<file path="src/sv/lgs_ram.sv">
// ----------------------------------------------------------------------------
// lgs_ram
// Generic simple dual-port RAM, one write port and one registered read port.
// ----------------------------------------------------------------------------
`default_nettype none

module lgs_ram #(
  parameter int WIDTH = 64,
  parameter int DEPTH = 64
) (
  input  wire logic                     clk,
  input  wire logic                     we,
  input  wire logic [$clog2(DEPTH)-1:0] waddr,
  input  wire logic [WIDTH-1:0]         wdata,
  input  wire logic [$clog2(DEPTH)-1:0] raddr,
  output      logic [WIDTH-1:0]         rdata
);

  logic [WIDTH-1:0] mem [DEPTH];

  always_ff @(posedge clk) begin
    if (we) begin
      mem[waddr] <= wdata;
    end
    rdata <= mem[raddr];
  end

endmodule

`default_nettype wire

</file>
<file path="config.mk">
export PLATFORM = sky130hd
export DESIGN_NAME = lgs_ram
export DESIGN_NICKNAME = d
export VERILOG_FILES = /design/src/sv/lgs_ram.sv
export SDC_FILE = /design/constraint.sdc
export NUM_CORES = 2
export LEC_CHECK = 0
export BUFFER_PORTS_ARGS = -buffer_cell sky130_fd_sc_hd__buf_2
export CAP_MARGIN = 0
export CORE_ASPECT_RATIO = 1.75
export CORE_MARGIN = 10
export CORE_UTILIZATION = 57
export CTS_CLUSTER_DIAMETER = 120
export CTS_CLUSTER_SIZE = 25
export DETAILED_ROUTE_END_ITERATION = 8
export GPL_TIMING_DRIVEN = 0
export PLACE_DENSITY = 0.76
export SLEW_MARGIN = 0
export SYNTH_ARGS = -nofsm -noshare
export SYNTH_HDL_FRONTEND = slang
export SYNTH_SLANG_ARGS = --single-unit
</file>
<file path="constraint.sdc">
create_clock -name clk -period 6.1 [get_ports clk]
set_input_delay 0.305 -clock clk [delete_from_list [all_inputs] [get_ports clk]]
set_output_delay 0.305 -clock clk [all_outputs]
set_load 0.02 [all_outputs]
</file>
-- After elaboration in Yosys (flattened, before gate mapping)
Memory sizes are Yosys's and may differ from the RTL's. A register that Yosys moved wholly into a read port is not among the register bits.
Index checks and enable logic that the tools add are counted.
- memories kept: 1
- output and inout bits: 64
- logic and storage cells: 3
- latch bits: 0
- bits in writable memories: 4096
- bits of input ports: 78
- memory bits (read-only): 0
- flip-flop bits (word level): 0
- memories (name ; depth ; bits a word ; read ports ; clocked after Yosys merged registers in ; write ports ; RTL line ; text):
    mem ; 64 ; 64 ; 1 ; 1 ; 1 ; 19 ; logic [WIDTH-1:0] mem [DEPTH];
- shifts and indexed selects: 0
- equality and inequality tests: 0
- bitwise operators: 0
- reductions and logical operators: 0
- divide/modulo/power cells: 0
- order comparisons: 0
- $add $sub $neg: 0
- muxes and demuxes: 2
- $mul: 0
- operator list (operator ; number):
    2-to-1 mux 1 bit ; 2

-- Depth between registers and ports, before layout
- depth in word-level cells: 2
- mapped depth: 9
- depth with buffers taken out: 5

-- Least setup slack after synthesis
Ideal clock, no wire load.
- kind: input -> register
- start point: in waddr[3]
- end point: mem mem[48][0] (enable)
- library setup time: 0.564 ns
- slack: 0.359 ns
- cell stages on the path: 4
- data required time: 5.536 ns
- arrival time: 5.177 ns
- path buffers: 1
- cells stage by stage: clkbuf_1 -> nor2b_1 -> nand4b_1 -> nor3_1
- RTL lines (what ; RTL line ; text):
    start, declared ; 13 ; input wire logic [$clog2(DEPTH)-1:0] waddr,
    end, declared ; 19 ;
Straight into the memory's write port.

==> reports/results.tsv <==
stage	metric	value	unit
clock_tree	clk_root_buffer_cell	clkbuf_16	
timing	grt_setup_unrepaired	false	
clock_tree	tritoncts	built	
drt	detail_route.drc_violations	0	
clock_tree	cts_hold_buffers	0	
clock_tree	clock_sink_count	4160	
drt	drt_pass1_iterations	6	
floorplan	core_area	273000	um^2
hold_path	hold_class	primary input to flop	
clock_tree	clock_insertion_delay_worst_skew	0.94	ns
yosys	yosysWarnings	0	
yosys	synth.yosys.seq_area_share	79.5	%
global_route	wire_length_of_the_first_global_routing_pass	623000	um
yosys	synth_nets	6676	
run_status	run_status	finished with violations	
flow_run	timing.max_cap.violations	3	
place	gp_congestion	0.854	
drt	vias	77400	
clock_tree	clockBufferDepth	4	
place	dpl_wire_length	314000	um
clock_tree	cts_repair_resize_count	0	
yosys	synthArstFlopShare	0	%
worst_setup_path	cp_data_required_time	6.76	ns
yosys	synth.distinct_cells	33	
yosys	synth-seq-cells	4160	
drt	route.detailed.vias_per_inst	7.13	
cells_and_area	finalNetCount	7216	
floorplan	chipWidth	416	um
global_route	grt_max_degree	65	
clock_tree	cts_htree_levels	4	
worst_setup_path	critical_path_peak_fanout	10	
cells_and_area	final_util	62.8	%
yosys	synth.area.top_cells	edfxtp_1 79%, mux4_2 15%, mux2i_1 0.86%	
global_route	grt_pass1_vias	78800	
cells_and_area	area_delta_synth_final	9.72	%
floorplan	die-height	713	um
worst_setup_path	r2r_worst_path_depth	5	
timing	worst-slew-pin-transition	1.59	ns
floorplan	num_rows	254	
timing	final.min_clock_period	3.79	ns
yosys	netlist_area	156000	um^2
clock_tree	post_cts_buffers	0	
global_route	overflow	0	
yosys	synthDominantAreaCellType	edfxtp_1	
timing	fmax	264	MHz
yosys	synth_top_flop_cell	edfxtp_1	
place	placement.io_buffers	133	
timing	setup_viol_count_final	0	
cells_and_area	drive_above_1_share	25.9	%
worst_setup_path	crit_type	primary input to flop	
drt	iteration_0_drc_count_of_the_detailed_router	12500	
worst_setup_path	arrival	4.45	ns
floorplan	ios	142	
power	pwr_density_cell	287	nW/um^2
timing	setup_ws	2.31	ns
drt	drtAntennaViolNets	0	
yosys	synth.top_cell.area_share	78.7	%
hold_path	worst_hold_path.num_cells	1	
worst_setup_path	rr_startpoint	mem[50][52]	
clock_tree	clk_pin_slew_worst_paths	0.10	ns
worst_setup_path	critical_path.reg2reg.endpoint	rdata[52]	
yosys	number_of_synthesized_flops_with_an_enable_pin	4096	
floorplan	effective_utilization_at_floorplan	57.2	%
worst_setup_path	crit_start	raddr[3]	
timing	post-route-period-util	62.1	%
clock_tree	inserted_clock_buffers	192	
yosys	syn_avg_cell_area	23.7	um^2
yosys	syn-instance-count	6598	
worst_setup_path	critPathLaunchType	primary input	
drt	post_drt_wl_per_cell	41.8	um
global_route	grt_usage	30.3	%
timing	slew_headroom	-5.99	%
floorplan	fp.dieArea	296000	um^2
run_status	violated_checks	capacitance limit, slew limit	
timing	timing_max_transition_violations_final	15	
worst_setup_path	end_kind	flop	
power	finalPower	49.3	mW
worst_setup_path	regToRegSetupSlack	3.09	ns
timing	hold_violations	0	
place	dpl-instance-area	166000	um^2
power	ir_worst_vdd	0.000249	V
power	power.static_leakage	52.4	nW
place	post-place-ws	1.53	ns
global_route	antenna_found_initial	38	
worst_setup_path	worstSetupEndpoint	rdata[52]	
drt	final_wirelength	453000	um
timing	fin_skew	0.0834	ns
cells_and_area	final_design_area_excluding_fillers	172000	um^2
==> cells in the final DEF, fill, tap and decap left out, drive strengths merged <==
cell | Yosys | routed
clkinv | 0 | 1
a22oi | 168 | 168
nor2 | 112 | 112
diode | 0 | 21
a31o | 1 | 1
nand2 | 58 | 58
nor2b | 28 | 28
o22ai | 83 | 83
a41oi | 26 | 26
a211oi | 63 | 63
nand3 | 45 | 45
nand2b | 11 | 11
edfxtp | 4096 | 4096
or2 | 28 | 28
nor3 | 2 | 2
dfxtp | 64 | 64
or3b | 1 | 1
buf | 230 | 576
mux4 | 1024 | 1024
or3 | 29 | 29
o221ai | 38 | 38
inv | 19 | 21
nand4 | 2 | 2
a31oi | 18 | 18
a22o | 88 | 88
and3 | 64 | 64
and2 | 3 | 3
nand4b | 1 | 1
clkbuf | 140 | 438
mux2i | 135 | 135
a2bb2oi | 19 | 19
nand3b | 2 | 2
==> cells by family after synthesis <==
| logic type | share of synthesized area [%] |
|---|---|
| compound gates | 2.48 |
| buf+inv | 1.18 |
| flops | 79.5 |
| mux | 15.6 |
| simple gates | 1.24 |
==> worst min path at each step <==
stage                    from  slack [ns]     endpoint
floorplan            wdata[0]        0.40    mem[0][0]
global placement    rdata[54]        0.73    rdata[54]
detailed placement  rdata[39]        0.72    rdata[39]
CTS                 wdata[61]        0.06   mem[7][61]
global route        wdata[43]        0.05  mem[40][43]
finish              wdata[43]        0.03  mem[45][43]
==> power by group <==
part | switching [mW] | leakage [nW] | internal (mW)
combinational | 2.14 | 12.5 | 1.03
clock | 8.49 | 2.53 | 5.97
sequential | 0.0687 | 37.4 | 31.6
total | 10.7 | 52.4 | 38.6
==> worst max-delay path, stage by stage <==
cell,delay (ns)
buf_2,0.11
buf_2,0.22
buf_2,0.29
and2_1,0.16
buf_1,1.06
clkbuf_1,0.54
nand2_1,0.17
a41oi_1,1.17
a211oi_1,0.41
==> cells in the mapped netlist (29+ instances only) <==
library cell / count
edfxtp_1: 4096
mux4_2: 1024
buf_2: 170
a22oi_1: 168
clkbuf_1: 140
mux2i_1: 135
nor2_1: 112
a22o_1: 88
o22ai_1: 83
and3_1: 64
dfxtp_1: 64
a211oi_1: 63
nand2_1: 58
nand3_1: 45
o221ai_1: 38
buf_4: 34
or3_1: 29
==> area by class of cell <==
class                   count  area [um^2]
clock inverters             3         41.3
inverters                  19         71.3
plain buffers             370         1780
multi-input cells        2049        30700
well taps                3584         4480
clock buffers             298         5250
repair buffers            346         4880
diodes                     21         52.6
flip-flops and latches   4160       124000
fillers                 17400       102000
==> metrics by stage <==
step	hold WS, ns	instances	TNS (ns)
after global routing	0.0459	10800	0
after global placement	0.728	10300	-9741.61
after CTS	0.0616	10800	0
final	0.0331	10900	0
after detailed placement	0.723	10500	0
after floorplan	0.404	6598	0
==> registers in the layout (all words and copies together) (netlist names) <==
register / cells
mem: 4096
rdata: 64
==> metal layers <==
| metal | share of wire [%] | global-route usage (%) |
|---|---|---|
| met2 | 51 | 52.0 |
| met5 | 0.037 | 0 |
| met1 | 28 | 32.3 |
| met3 | 10 | 6.04 |
| met4 | 11 | 25.4 |
No activity file was read; power rests on OpenSTA's default activity.
