==> src/sv/lgs_lane.sv <==
// ----------------------------------------------------------------------------
// lgs_lane
// One column of the generation rule: B3/S23 over a 3x3 neighbourhood.
// ----------------------------------------------------------------------------
`default_nettype none

module lgs_lane (
  input  wire logic [2:0] above,
  input  wire logic [2:0] cur,
  input  wire logic [2:0] below,
  output      logic       next_cell
);

  logic [3:0] cnt;

  always_comb begin
    cnt = 4'(above[0]) + 4'(above[1]) + 4'(above[2])
        + 4'(below[0]) + 4'(below[1]) + 4'(below[2])
        + 4'(cur[0]) + 4'(cur[2]);
    next_cell = (cnt == 4'd3) || ((cnt == 4'd2) && cur[1]);
  end

endmodule

`default_nettype wire

==> config.mk <==
export PLATFORM = sky130hd
export DESIGN_NAME = lgs_lane
export DESIGN_NICKNAME = d
export VERILOG_FILES = /design/src/sv/lgs_lane.sv
export SDC_FILE = /design/constraint.sdc
export NUM_CORES = 1
export LEC_CHECK = 0
export BUFFER_PORTS_ARGS = -buffer_cell sky130_fd_sc_hd__buf_2
export CAP_MARGIN = 15
export CORE_AREA = 3 3 40 42
export DETAILED_ROUTE_END_ITERATION = 8
export DIE_AREA = 0 0 43 45
export PLACE_DENSITY_LB_ADDON = 0.12
export SETUP_SLACK_MARGIN = 0.5
export SLEW_MARGIN = 40
export SYNTH_ARGS = -nofsm -noshare
export SYNTH_HDL_FRONTEND = slang
export SYNTH_SLANG_ARGS = --single-unit
==> constraint.sdc <==
create_clock -name vclk -period 2.5
set_input_delay 0 -clock vclk [all_inputs]
set_output_delay 0 -clock vclk [all_outputs]
set_load 0.02 [all_outputs]
-- Word level (Yosys, flattened, before mapping)
Cells that the tools add are included.
- input port bits: 9
- word-level logic and storage cells: 11
- register bits: 0
- output and inout port bits: 1
- reduce and logical (&&, ||, !) cells: 2
- add/subtract/negate cells: 7
- equal/unequal tests: 2
- operators by type and width (cell ; number):
    $add 4x1->4 ; 4
    $eq 4x2->1 const B ; 2
    $add 3x1->4 ; 1
    $add 2x1->3 ; 1
    $add 1x1->2 ; 1
    $logic_and 1x1->1 ; 1
    $logic_or 1x1->1 ; 1

-- Logic depth before layout (Yosys ltp)
Gate-level depths: netlist of the first run.
- depth in word-level cells: 10
- depth in mapped cells: 9
- depth with buffers taken out: 9

-- Worst setup path before layout of the first run
OpenSTA, ideal clock, no wires.
- kind: input-to-output
- start point: in above[0]
- end point: out next_cell
- cell stages on the path: 9
- setup slack: -177 ps
- required time: 2500 ps
- path buffers: 0
- arrival time: 2677 ps
- cells stage by stage: inv_1 fa_1 fa_1 fa_1 inv_1 ha_1 fa_1 or2_0 a21oi_1
- longest elaborated chain between the ends: 10
- elaborated cells on any way between the ends: 11
- those cells by class: add/sub (7); eq/ne (2); reduce/logical (2)
- RTL lines (what ; line ; source):
    start: declaration ; 8 ; input wire logic [2:0] above,
    $add 1x1->2 * ; 17 ; cnt = 4'(above[0]) + 4'(above[1]) + 4'(above[2])
    $add 2x1->3 * ; 17 ;
    $add 3x1->4 * ; 18 ; + 4'(below[0]) + 4'(below[1]) + 4'(below[2])
    $add 4x1->4 * (2 in a row) ; 18 ;
    $add 4x1->4 * (2 in a row) ; 19 ; + 4'(cur[0]) + 4'(cur[2]);
    $eq 4x2->1 ; 20 ; next_cell = (cnt == 4'd3) || ((cnt == 4'd2) && cur[1]);
    $logic_and 1x1->1 ; 20 ;
    $logic_or 1x1->1 * ; 20 ;
    end: declaration ; 11 ; output logic next_cell
Every way passes the cells marked *; elsewhere a longest branch is shown, timed or not.

-- Worst setup path in the final report of the first run
Ends and elaborated chain as after synthesis.

==> results.json, run 1 <==
{
  "setup_violations": 1,
  "final_nets": 52,
  "ys_types": 7,
  "grt_pass1_vias": 169,
  "die-area_um2": 1940,
  "finalInstanceArea_um2": 303,
  "drc_errors": 0,
  "period_minus_slack_ns": 2.58,
  "regArea_um2": 0,
  "synth_xor_area_share_pct": 0,
  "fin_crit_sh_pct": 103,
  "n_fill_cell": 150,
  "synth_mux_area_share_pct": 0,
  "initial_core_util_pct": 14.4,
  "via_per_inst": 3.49,
  "maxCapViolations": 0,
  "die_w_um": 43,
  "synthAdderAreaFrac_pct": 63.5,
  "row_count": 13,
  "endpoint_kind": "primary output",
  "dpl-instance-area_um2": 270,
  "synth_top_family_by_area": "adder cells",
  "layout-drive-gt1-share_pct": 55.9,
  "slew_headroom_pct": 92.2,
  "cp.arrival_ns": 2.58,
  "path_class": "input port to primary output",
  "grt_usage_pct": 3.59,
  "grt_max_degree": 3,
  "clock.fmax_ghz": 0.388,
  "finalMaxSlewViolations": 0,
  "violations": "setup timing",
  "core_area_um2": 1280,
  "gp_congestion": 0.602,
  "ant_nets": 0,
  "peakVddDrop_uv": 68.4,
  "worst_slew_pin_slew_ns": 0.117,
  "synth_area_leaders": "fa_1 (43%), inv_1 (22%), ha_1 (20%)",
  "power_density_nw_per_um2": 396,
  "crit_required_ns": 2.50,
  "holdBufCountCts": 0,
  "cp_max_fo": 2,
  "hp-class": "input port to primary output",
  "wire_per_inst_um": 6.12,
  "yosysMostFrequentCell": "inv_1",
  "yosysTopAreaCell": "fa_1",
  "grt_pass1_wl_um": 593,
  "ys_top_cells_by_count": "inv_1 (11), fa_1 (4), ha_1 (3)",
  "hold_viol": 0,
  "synthCells": 23,
  "p_leak_nw": 0.164,
  "numPortBuffers": 10,
  "routed_wl_um": 300,
  "synth_compound_area_share_pct": 8.11,
  "synth_area_per_cell_um2": 8.05,
  "antenna_found_initial": 0,
  "nFlopsAndLatches": 0,
  "syn_area_um2": 185,
  "place_hpwl_um": 313,
  "synth_top_area_share_pct": 43.2,
  "startpoint_type": "input port",
  "nClkBuffers": 0,
  "place_ws_ns": -0.261,
  "synthSimpleGateAreaFrac_pct": 6.08,
  "dr.pass1.iters": 1,
  "worst_slack_ns": -0.0791,
  "yosysSeqAreaShare_pct": 0,
  "via_count": 171,
  "area_growth_pct": 63.5,
  "drt-initial-drc-count": 0,
  "syn_nets": 39,
  "rsz0062_at_grt": "true",
  "status": "finished with violations",
  "ys_warn_count": 0,
  "die_y_um": 45,
  "multiInputGateArea_um2": 166,
  "power_mw": 0.120,
  "ios": 10,
  "overflow": 0,
  "antenna_cells": 0
}
[final timing paths]
check | cells after the start | from | slack (ns) | end
max | 11 | above[0] | -0.08 | next_cell
min | 4 | cur[1] | 0.37 | next_cell
[kinds of logic (layout without fill, tap and decap cells)]
logic type / after synthesis / after routing
buffers and inverters: 11 / 22
AOI/OAI and AO/OA: 3 / 3
and+or+nand+nor: 2 / 2
adders and majority gates: 7 / 7
[worst max-delay path, stage by stage]
cell	delay [ns]
buf_6	0.07
inv_2	0.03
fa_1	0.55
fa_1	0.43
fa_1	0.50
inv_2	0.05
ha_4	0.15
fa_2	0.52
o21ai_2	0.05
a21oi_2	0.09
buf_4	0.14
[stage by stage]
stage	hold slack (ns)	utilization (%)	instances	setup TNS, ns
floorplan	0.200	-	23	-0.0348
global placement	0.390	21.0	48	-0.254
detailed placement	0.394	21.0	48	-0.261
CTS	0.375	22.8	49	-0.0959
global route	0.389	23.6	49	-0.170
finish	0.366	23.6	49	-0.0791
[what timing repair did]
item,in CTS,in global routing
pin swaps,5,0
gates cloned,0,0
setup buffers,1,0
gates resized for setup,5,3
setup endpoints to repair,1,1
[cell usage in the layout, fill, tap and decap left out]
| master | Yosys | layout |
|---|---|---|
| a21oi_1 | 2 | 1 |
| fa_2 | 0 | 1 |
| inv_2 | 0 | 3 |
| o21ai_2 | 0 | 1 |
| buf_4 | 0 | 3 |
| nand3_1 | 1 | 1 |
| ha_4 | 0 | 1 |
| or2_0 | 1 | 1 |
| inv_1 | 11 | 7 |
| fa_1 | 4 | 3 |
| ha_1 | 3 | 2 |
| buf_6 | 0 | 1 |
| buf_2 | 0 | 7 |
| inv_8 | 0 | 1 |
| a21oi_2 | 0 | 1 |
[routing by layer]
metal  track usage [%]  wire length [µm]
met2              5.99               138
met3             0.797                37
met1              5.10               124
met5                 0                 0
met4                 0                 0
[area by class of cell]
class              instances  area share (%)
inverters                 11            16.1
multi-input cells         12            55.0
repair buffers            11            22.7
well taps                 15            6.20
[power breakdown]
part | switching, mW | total [mW] | leakage [nW] | internal (mW)
Clock | 0 | 0 | 0 | 0
Sequential | 0 | 0 | 0 | 0
Combinational | 0.0585 | 0.120 | 0.164 | 0.0615
No activity file was read; power rests on OpenSTA's default activity.
==> run 2: changes to the inputs <==
- ABC_AREA: not set -> 1
- MAX_ROUTING_LAYER: not set -> met4
==> results.json, run 2 <==
{
  "dr.pass1.iters": 1,
  "maxCapViolations": 0,
  "synth_area_per_cell_um2": 7.15,
  "drt-initial-drc-count": 0,
  "overflow": 0,
  "ant_nets": 0,
  "mostFrequentLayoutCell": "inv_1",
  "grt_usage_pct": 4.47,
  "area_growth_pct": 56.3,
  "dr_wl_met2_um": 215,
  "cp.arrival_ns": 2.62,
  "grt_pass1_wl_um": 676,
  "post_cts_buffers": 0,
  "period_minus_slack_ns": 2.62,
  "via_count": 183,
  "wl_met1_um": 142,
  "startpoint": "above[0]",
  "startpoint_type": "input port",
  "peakVddDrop_uv": 99.2,
  "fin_crit_sh_pct": 105,
  "syn_nets": 44,
  "p_leak_nw": 0.183,
  "slew_headroom_pct": 90.6,
  "fin_util_pct": 24.3,
  "regArea_um2": 0,
  "final_nets": 56,
  "finalMaxSlewViolations": 0,
  "ys_top_cells_by_count": "inv_1 (15), fa_1 (4), ha_1 (3), nand2_1 (3), nand3_1 (2)",
  "yosysMostFrequentCell": "inv_1",
  "routed_wl_um": 372,
  "critPathCapture": "next_cell",
  "holdWs_ns": 0.436,
  "crit_required_ns": 2.50,
  "endpoint_kind": "primary output",
  "holdBufCountCts": 0,
  "violations": "setup timing",
  "layout_common_cells": "inv_1 (12), buf_2 (8), inv_2 (3), nand2_1 (3), fa_1 (3)",
  "worst_slack_ns": -0.116,
  "die-area_um2": 1940,
  "ios": 10,
  "initial_core_util_pct": 15.6,
  "power_mw": 0.138,
  "yosysSeqAreaShare_pct": 0,
  "die_w_um": 43,
  "numPortBuffers": 10,
  "synthCells": 28,
  "core_area_um2": 1280,
  "drc_errors": 0,
  "syn_area_um2": 200,
  "place_hpwl_um": 348,
  "top_layer": "met3",
  "hp-class": "input port to primary output",
  "cp_max_fo": 2,
  "via_per_inst": 3.45,
  "antenna_cells": 0,
  "place_ws_ns": -0.196,
  "gp_congestion": 0.621,
  "wire_per_inst_um": 7.02,
  "hold_viol": 0,
  "grt_pass1_vias": 166,
  "path_class": "input port to primary output",
  "nFlopsAndLatches": 0,
  "rsz0062_at_grt": "true",
  "clock.fmax_ghz": 0.382,
  "grt_max_degree": 3,
  "ys_types": 6,
  "antenna_found_initial": 0,
  "die_y_um": 45,
  "setup_violations": 1,
  "wl_met3_um": 15,
  "layout-drive-gt1-share_pct": 44.7,
  "ys_warn_count": 0,
  "nClkBuffers": 0,
  "synth_top_area_share_pct": 40.0,
  "status": "finished with violations",
  "synth_area_leaders": "fa_1 (40%), inv_1 (28%), ha_1 (19%)",
  "yosysTopAreaCell": "fa_1",
  "tns_ns": -0.116,
  "worst_slew_pin_slew_ns": 0.141,
  "row_count": 13,
  "power_density_nw_per_um2": 441
}
-- run 2: metal layers --
metal  vias to the layer above  track usage (%)
met5                         -                -
met4                         0                0
met3                         0                0
met2                         5             8.68
met1                        83             5.58
li1                         95                -
-- run 2: logic make-up (layout without fill, tap and decap cells) --
family | after synthesis | count (layout) | synth area share (%)
AO/OA/AOI/OAI | 1 | 1 | 2.50
adder cells (fa/ha/maj) | 7 | 7 | 58.8
buffers and inverters | 15 | 25 | 28.1
AND/OR/NAND/NOR | 5 | 5 | 10.6
-- run 2: worst max-delay path, stage by stage --
cell	delay, ns
buf_6	0.07
inv_2	0.03
fa_1	0.55
fa_1	0.42
fa_1	0.50
inv_2	0.04
ha_4	0.16
fa_2	0.52
nand3_2	0.08
a21oi_4	0.12
buf_6	0.13
-- run 2: per-stage QoR --
stage	area (µm²)	std cells
2_1_floorplan	219	28
3_3_place_gp	288	53
3_5_place_dp	288	53
4_1_cts	313	53
5_1_grt	313	53
6_report	313	53
-- run 2: cell type report --
type / count / area, µm²
Fill cell: 144 / 972
Inverter: 15 / 56.3
Multi-Input combinational cell: 13 / 175
Tap cell: 15 / 18.8
Timing Repair Buffer: 10 / 62.6
-- run 2: what timing repair did --
item	in CTS	in global routing
endpoints found under the setup margin	1	1
resized for setup	7	1
gates cloned	0	0
pin swaps	2	0
-- run 2: where the power goes --
| part | switching [mW] | internal (mW) | total [mW] | leakage [nW] |
|---|---|---|---|---|
| logic | 0.0722 | 0.0659 | 0.138 | 0.183 |
| registers | 0 | 0 | 0 | 0 |
| clock network | 0 | 0 | 0 | 0 |
-- run 2: worst min-delay path by stage --
| stage | start | endpoint | slack, ns | depth (start not counted) |
|---|---|---|---|---|
| 6_report | cur[1] | next_cell | 0.44 | 6 |
| 3_5_place_dp | cur[1] | next_cell | 0.46 | 6 |
| 2_1_floorplan | cur[1] | next_cell | 0.21 | 4 |
| 4_1_cts | cur[1] | next_cell | 0.44 | 6 |
| 3_3_place_gp | cur[1] | next_cell | 0.46 | 6 |
| 5_1_grt | cur[1] | next_cell | 0.48 | 6 |
